==> src/hw/rtl/fpp_pkg.sv <==
// ----------------------------------------------------------------------------
// fpp_pkg
// constants and controller/datapath interface types for the frame parser
// ----------------------------------------------------------------------------
package fpp_pkg;

  localparam int MAX_PAYLOAD = 32;
  localparam int IDX_W       = $clog2(MAX_PAYLOAD);
  localparam int LEN_W       = $clog2(MAX_PAYLOAD + 1);

  localparam int BYTE_W = 8;
  localparam int TIME_W = 32;
  localparam int IN_W   = BYTE_W + TIME_W;
  localparam int OUT_FIELDS_W = BYTE_W + 5 + 6;
  localparam int OUT_W  = ((OUT_FIELDS_W + 7) / 8) * 8;

  localparam logic [BYTE_W-1:0] HDR_FIRST     = 8'hAA;
  localparam logic [BYTE_W-1:0] HDR_SECOND    = 8'h55;
  localparam logic [TIME_W-1:0] TIMEOUT_RESET = 32'd1000;

  // controller -> datapath
  typedef struct packed {
    logic accept;      // input request taken this cycle
    logic load_len;    // latch length, restart count and sum
    logic store_byte;  // write payload byte, advance count and sum
    logic emit_load;   // move next result into the output register
  } cmd_t;

  // datapath -> controller
  typedef struct packed {
    logic timed_out;
    logic is_hdr1;
    logic is_hdr2;
    logic len_ok;
    logic len_zero;
    logic fill_done;
    logic sum_match;
    logic emit_last;
    logic out_free;
  } sts_t;

endpackage

==> src/hw/rtl/framed_packet_parser.sv <==
// the check byte of a good frame moves the controller to ST_EMIT, which loads
// the first result into the output register once that register is free
// throughput: one byte per cycle while parsing; a good frame then streams one
// result per cycle from the payload memory while the output is not stalled
// (n results, one for an empty frame); no input until the last result is loaded
// reset: synchronous; parse restarts hunting, timeout returns to 1000 ms
// ----------------------------------------------------------------------------
// framed_packet_parser
// byte-serial header/length/checksum frame parser with inter-byte timeout
// ----------------------------------------------------------------------------
module framed_packet_parser
  import fpp_pkg::*;
(
  input  logic              clk,
  input  logic              rst,
  input  logic              cfg_valid,
  output logic              cfg_ready,
  input  logic [TIME_W-1:0] cfg_data,   // timeout_ms
  input  logic              s_tvalid,
  output logic              s_tready,
  input  logic [IN_W-1:0]   s_tdata,    // rx_byte[7:0], time_ms[39:8]
  output logic              m_tvalid,
  input  logic              m_tready,
  output logic [OUT_W-1:0]  m_tdata,    // payload_byte[7:0], byte_position[12:8],
                                        // frame_length[18:13], zero fill[23:19]
  output logic              m_tlast,    // last_of_frame
  output logic              m_tuser     // empty_frame
);

  cmd_t cmd;
  sts_t sts;

  assign cfg_ready = 1'b1;

  fpp_ctrl u_ctrl (
    .clk      (clk),
    .rst      (rst),
    .s_tvalid (s_tvalid),
    .s_tready (s_tready),
    .sts      (sts),
    .cmd      (cmd)
  );

  fpp_dp u_dp (
    .clk       (clk),
    .rst       (rst),
    .cfg_valid (cfg_valid),
    .cfg_data  (cfg_data),
    .s_tdata   (s_tdata),
    .m_tready  (m_tready),
    .cmd       (cmd),
    .sts       (sts),
    .m_tvalid  (m_tvalid),
    .m_tdata   (m_tdata),
    .m_tlast   (m_tlast),
    .m_tuser   (m_tuser)
  );

endmodule

==> src/hw/rtl/fpp_dp.sv <==
// ----------------------------------------------------------------------------
// fpp_dp
// frame parser datapath: timeout check, length/count/sum, payload memory,
// output register
// ----------------------------------------------------------------------------
module fpp_dp
  import fpp_pkg::*;
(
  input  logic              clk,
  input  logic              rst,
  input  logic              cfg_valid,
  input  logic [TIME_W-1:0] cfg_data,
  input  logic [IN_W-1:0]   s_tdata,
  input  logic              m_tready,
  input  cmd_t              cmd,
  output sts_t              sts,
  output logic              m_tvalid,
  output logic [OUT_W-1:0]  m_tdata,
  output logic              m_tlast,
  output logic              m_tuser
);

  logic [BYTE_W-1:0] rx_byte;
  logic [TIME_W-1:0] time_ms;
  logic [TIME_W-1:0] timeout_ms;
  logic [TIME_W-1:0] prev_arrival;
  logic [TIME_W-1:0] gap;
  logic [LEN_W-1:0]  exp_len;
  logic [LEN_W-1:0]  fill_count;
  logic [LEN_W-1:0]  fill_inc;
  logic [LEN_W-1:0]  rd_inc;
  logic [BYTE_W-1:0] run_sum;
  logic [IDX_W-1:0]  rd_idx;
  logic [BYTE_W-1:0] mem [MAX_PAYLOAD];
  logic [BYTE_W-1:0] rd_data;
  logic [IDX_W-1:0]  out_pos;
  logic [LEN_W-1:0]  out_len;
  logic              out_last;
  logic              out_empty;
  logic              emit_last;

  assign rx_byte = s_tdata[BYTE_W-1:0];
  assign time_ms = s_tdata[IN_W-1:BYTE_W];
  assign gap     = time_ms - prev_arrival;

  assign fill_inc  = fill_count + LEN_W'(1);
  assign rd_inc    = LEN_W'(rd_idx) + LEN_W'(1);
  assign emit_last = (exp_len == '0) || (rd_inc == exp_len);

  always_comb begin
    sts.timed_out = gap > timeout_ms;
    sts.is_hdr1   = rx_byte == HDR_FIRST;
    sts.is_hdr2   = rx_byte == HDR_SECOND;
    sts.len_ok    = rx_byte <= BYTE_W'(MAX_PAYLOAD);
    sts.len_zero  = rx_byte == '0;
    sts.fill_done = fill_inc >= exp_len;
    sts.sum_match = run_sum == rx_byte;
    sts.emit_last = emit_last;
    sts.out_free  = !m_tvalid || m_tready;
  end

  always_ff @(posedge clk) begin
    if (rst) begin
      timeout_ms   <= TIMEOUT_RESET;
      prev_arrival <= '0;
    end else begin
      if (cfg_valid) begin
        timeout_ms <= cfg_data;
      end
      if (cmd.accept) begin
        prev_arrival <= time_ms;
      end
    end
  end

  always_ff @(posedge clk) begin
    if (cmd.load_len) begin
      exp_len    <= rx_byte[LEN_W-1:0];
      fill_count <= '0;
      run_sum    <= rx_byte;
      rd_idx     <= '0;
    end else begin
      if (cmd.store_byte) begin
        fill_count <= fill_inc;
        run_sum    <= run_sum + rx_byte;
      end
      if (cmd.emit_load) begin
        rd_idx <= rd_idx + IDX_W'(1);
      end
    end
  end

  // payload memory, registered read feeds the output register
  always_ff @(posedge clk) begin
    if (cmd.store_byte) begin
      mem[fill_count[IDX_W-1:0]] <= rx_byte;
    end
    if (cmd.emit_load) begin
      rd_data <= mem[rd_idx];
    end
  end

  always_ff @(posedge clk) begin
    if (cmd.emit_load) begin
      out_pos   <= rd_idx;
      out_len   <= exp_len;
      out_last  <= emit_last;
      out_empty <= exp_len == '0;
    end
  end

  always_ff @(posedge clk) begin
    if (rst) begin
      m_tvalid <= 1'b0;
    end else if (cmd.emit_load) begin
      m_tvalid <= 1'b1;
    end else if (m_tready) begin
      m_tvalid <= 1'b0;
    end
  end

  assign m_tdata = {(OUT_W - OUT_FIELDS_W)'(0), out_len, out_pos,
                    out_empty ? BYTE_W'(0) : rd_data};
  assign m_tlast = out_last;
  assign m_tuser = out_empty;

endmodule

==> src/hw/rtl/fpp_ctrl.sv <==
// ----------------------------------------------------------------------------
// fpp_ctrl
// frame parser controller: header/length/payload/check phases and result
// readout sequencing
// ----------------------------------------------------------------------------
module fpp_ctrl
  import fpp_pkg::*;
(
  input  logic clk,
  input  logic rst,
  input  logic s_tvalid,
  output logic s_tready,
  input  sts_t sts,
  output cmd_t cmd
);

  localparam logic [2:0] ST_HUNT  = 3'd0;
  localparam logic [2:0] ST_HDR2  = 3'd1;
  localparam logic [2:0] ST_LEN   = 3'd2;
  localparam logic [2:0] ST_DATA  = 3'd3;
  localparam logic [2:0] ST_CHECK = 3'd4;
  localparam logic [2:0] ST_EMIT  = 3'd5;

  logic [2:0] state;
  logic [2:0] state_next;
  logic [2:0] parse_state;
  logic       accept;

  assign s_tready = state != ST_EMIT;
  assign accept   = s_tvalid && s_tready;

  // a gap over the timeout restarts the parse before the byte is looked at
  assign parse_state = sts.timed_out ? ST_HUNT : state;

  always_comb begin
    state_next     = state;
    cmd.accept     = accept;
    cmd.load_len   = 1'b0;
    cmd.store_byte = 1'b0;
    cmd.emit_load  = 1'b0;
    if (state == ST_EMIT) begin
      if (sts.out_free) begin
        cmd.emit_load = 1'b1;
        if (sts.emit_last) begin
          state_next = ST_HUNT;
        end
      end
    end else if (accept) begin
      unique case (parse_state)
        ST_HDR2: begin
          state_next = sts.is_hdr2 ? ST_LEN : ST_HUNT;
        end
        ST_LEN: begin
          if (sts.len_ok) begin
            cmd.load_len = 1'b1;
            state_next   = sts.len_zero ? ST_CHECK : ST_DATA;
          end else begin
            state_next = ST_HUNT;
          end
        end
        ST_DATA: begin
          cmd.store_byte = 1'b1;
          state_next     = sts.fill_done ? ST_CHECK : ST_DATA;
        end
        ST_CHECK: begin
          state_next = sts.sum_match ? ST_EMIT : ST_HUNT;
        end
        default: begin
          state_next = sts.is_hdr1 ? ST_HDR2 : ST_HUNT;
        end
      endcase
    end
  end

  always_ff @(posedge clk) begin
    if (rst) begin
      state <= ST_HUNT;
    end else begin
      state <= state_next;
    end
  end

endmodule

==> config.mk <==
export PLATFORM = sky130hd
export DESIGN_NAME = framed_packet_parser
export DESIGN_NICKNAME = d
export VERILOG_FILES = /design/src/hw/rtl/fpp_pkg.sv /design/src/hw/rtl/framed_packet_parser.sv /design/src/hw/rtl/fpp_dp.sv /design/src/hw/rtl/fpp_ctrl.sv
export SDC_FILE = /design/constraint.sdc
export NUM_CORES = 1
export LEC_CHECK = 0
export BUFFER_PORTS_ARGS = -buffer_cell sky130_fd_sc_hd__buf_2
export CORE_MARGIN = 2
export CORE_UTILIZATION = 55
export DETAILED_ROUTE_END_ITERATION = 16
export MAX_ROUTING_LAYER = met4
export PLACE_DENSITY = 0.78
export RECOVER_POWER = 100
export SLEW_MARGIN = 25
export SYNTH_ARGS = -nofsm -noshare
export SYNTH_HDL_FRONTEND = slang
export SYNTH_SLANG_ARGS = --single-unit
==> constraint.sdc <==
create_clock -name clk -period 8.55 [get_ports clk]
set_input_delay 1.71 -clock clk [delete_from_list [all_inputs] [get_ports clk]]
set_output_delay 1.71 -clock clk [all_outputs]
set_load 0.01 [all_outputs]
==> results by group <==
Status
  – Status: complete, but fails checks
  – Failing checks: capacitance limit, slew limit

Timing
  – F_max: 137 MHz
  – Worst Skew: 13.4 ps
  – Final setup fails: 0
  – Final period util: 0.857
  – Final Hold Viols: 0
  – Period minus WS final: 7330 ps
  – Rel. slew slack: -1.68
  – Tightest Pin Transition: 4020 ps
  – Setup TNS Final: 0 ps
  – Max-slew violations: 494
  – RSZ-0062 raised after global routing: false

Clock network
  – Post-CTS Hold Fix Bufs: 0
  – Clock transition at path regs: 60 ps
  – Clk sinks: 370
  – PostCTS Resize Cnt: 0
  – Root Driver: clkbuf_16
  – Total CTS buffers: 38
  – Post-CTS setup buffer count: 0
  – Skew-Pair Late Insertion Delay: 530 ps
  – CTS max path bufs: 3
  – CTS tree: done
  – CTS H-Tree Depth: 2

Power
  – Sw Ratio: 0.223
  – Sw power: 0.000895 W
  – Gate power share: 0.085
  – PwrDens: 208 mW/mm^2
  – Max IR drop VDD: 0.167 mV
  – Design internal power: 0.00312 W
  – Pleak: 6.93 nW
  – Reg power frac: 0.489
  – Clock power share: 0.426

Critical path
  – Worst path arrival time: 7580 ps
  – Worst r2r src: u_dp.prev_arrival[0]$_SDFFE_PP0P_
  – WP data required: 8810 ps
  – Slowest Stage Delay on Critical Path: 860 ps
  – Crit path max fanout: 12
  – CP startpoint: s_tdata[8]
  – WS Path Type: in -> reg
  – CP max stage cell: a2111oi_0
  – CP endpoint kind: flip-flop
  – CP Launch Type: input pin
  – Worst r2r path cells: 24

Detailed routing
  – DRC errors left: 0
  – Drt total wl: 39300 microns
  – DR vias: 10.7k
  – Drt first-iter violations: 1011
  – Antenna Violating Nets Remaining: 0
  – Wire per inst: 22.3 microns
  – Post-DR vias/cell: 6.09
  – First-pass DRT Iterations: 5

Layout
  – Fin nets: 1492
  – Commonest non-fill, non-tap cell in the layout: edfxtp_1
  – Share of layout cells above drive strength 1: 0.175
  – Synthesis-to-finish area growth: 12.4%
  – Final Util: 0.629
  – Commonest non-fill, non-tap cells in the layout: edfxtp_1, nand2_1, inv_1
  – Fill count: 2257

Global route
  – First-pass GRT wire length: 60700 microns
  – Antenna violations before repair: 3
  – Tot GR Track Use: 0.249
  – Largest net degree at the start of global routing: 71
  – Grt ovf: 0
  – Vias in the first global route: 10.5k

Floorplan
  – Die W: 181 microns
  – Die height: 181 microns
  – Full die area: 0.0326 sq mm
  – Starting density of the core: 0.559
  – Row cnt: 64
  – Core Region: 0.0307 sq mm
  – IO Pins: 106

Synthesis
  – Synth async-reset ratio: 0
  – Post-synthesis sequential area ratio: 0.601
  – #FFs+latches synth: 370
  – Avg Inst Size Synth: 14.0 sq um
  – EDFF count, synth: 291
  – Synth cell types: 62
  – Syn Std Cell Area: 0.0172 sq mm
  – Post-synth top flop: edfxtp_1
  – Yosys warns: 0
  – Mapped Cells: 1226

Place
  – Detailed Place HPWL: 25200 microns
  – GP Congestion: 0.953
  – Port-buffer cells: 99

Min path
  – Hold path startpoint: u_dp.prev_arrival[8]$_SDFFE_PP0P_
  – Worst hold path class: reg -> reg
  – Hold path cells: 2

Flow run
  – MaxCap Viol Count: 12
## cells by family (layout without fill, tap and decap cells)
logic type / Yosys count / in the layout / synth area share
compound gates: 188 / 188 / 0.0721
xor+xnor: 51 / 51 / 0.0260
fa+ha+maj: 83 / 83 / 0.0614
buf+inv: 140 / 270 / 0.0324
flops: 370 / 370 / 0.601
mux: 121 / 121 / 0.130
other cells: 2 / 9 / 0.000438
simple gates: 271 / 271 / 0.0763
## registers in the layout (all words and copies together), names as in the netlist, 3 cells and up
signal / cells
u_dp.out_len: 6
u_dp.run_sum: 8
u_ctrl.state: 3
u_dp.prev_arrival: 32
u_dp.timeout_ms: 32
u_dp.exp_len: 6
u_dp.rd_data: 8
u_dp.mem: 256
u_dp.out_pos: 5
u_dp.rd_idx: 5
u_dp.fill_count: 6
## worst paths after layout
| path | endpoint | slack (ps) |
|---|---|---|
| setup / recovery | u_dp.run_sum[1]$_DFFE_PP_ | 1220 |
| hold / removal | u_dp.prev_arrival[8]$_SDFFE_PP0P_ | 450 |
| setup reg to reg | u_dp.run_sum[1]$_DFFE_PP_ | 2230 |
| hold reg to reg | u_dp.prev_arrival[8]$_SDFFE_PP0P_ | 450 |
## worst max-delay path, delay by kind of cell
family / cells / cell delay [ps]
muxes: 1 / 150
adders and majority gates: 3 / 670
buffers and inverters: 5 / 950
AOI/OAI and AO/OA: 12 / 2880
and+or+nand+nor: 3 / 1050
xor gates and xnor gates: 1 / 170
## power by group through the flow
stage / combinational (W) / clock [W] / sequential (W)
after floorplan: 0.000237 / 0 / 0.00200
after global placement: 0.000333 / 0 / 0.00200
after detailed placement: 0.000343 / 0 / 0.00200
after CTS: 0.000346 / 0.00173 / 0.00196
after global routing: 0.000388 / 0.00180 / 0.00197
final: 0.000343 / 0.00171 / 0.00196
## routing by layer
layer / global-route usage / vias to the layer above / part of all wire
li1: - / 4835 / -
met2: 0.394 / 564 / 0.48
met4: 0.0706 / 0 / 0.025
met5: - / - / 0
met1: 0.332 / 5245 / 0.40
met3: 0.0489 / 75 / 0.093
## cell usage after synthesis (28+ instances only)
library cell | n | area [sq um]
a21o_1 | 34 | 255
and3_1 | 38 | 238
dfxtp_1 | 79 | 1580
a21oi_1 | 73 | 365
mux2i_1 | 28 | 280
xnor2_1 | 33 | 289
ha_1 | 81 | 1010
inv_1 | 83 | 312
edfxtp_1 | 291 | 8740
nor2_1 | 57 | 214
clkbuf_1 | 46 | 173
nand2_1 | 93 | 349
mux4_2 | 80 | 1800
## through the flow
step	instance area, sq um	setup slack (ps)	hold slack (ps)	power (W)	std cells
floorplan	17200	1410	420	0.00223	1230
global placement	18100	1180	442	0.00233	1688
detailed placement	18100	1080	446	0.00234	1688
CTS	19400	1620	455	0.00404	1756
global route	19300	738	471	0.00415	1759
finish	19300	1220	454	0.00402	1759
## cell type report
| class | count | area, sq um | share of cell area |
|---|---|---|---|
| tap | 396 | 495 | 0.0257 |
| inverter | 83 | 312 | 0.0162 |
| clock inverter | 21 | 244 | 0.0126 |
| timing repair buffer | 119 | 559 | 0.0290 |
| clock buffer | 47 | 1050 | 0.0544 |
| sequential | 370 | 10300 | 0.535 |
| antenna | 3 | 7.51 | 0.000389 |
| multi-input combinational | 720 | 6300 | 0.327 |
Note: power is estimated with default switching activity, not from simulation.
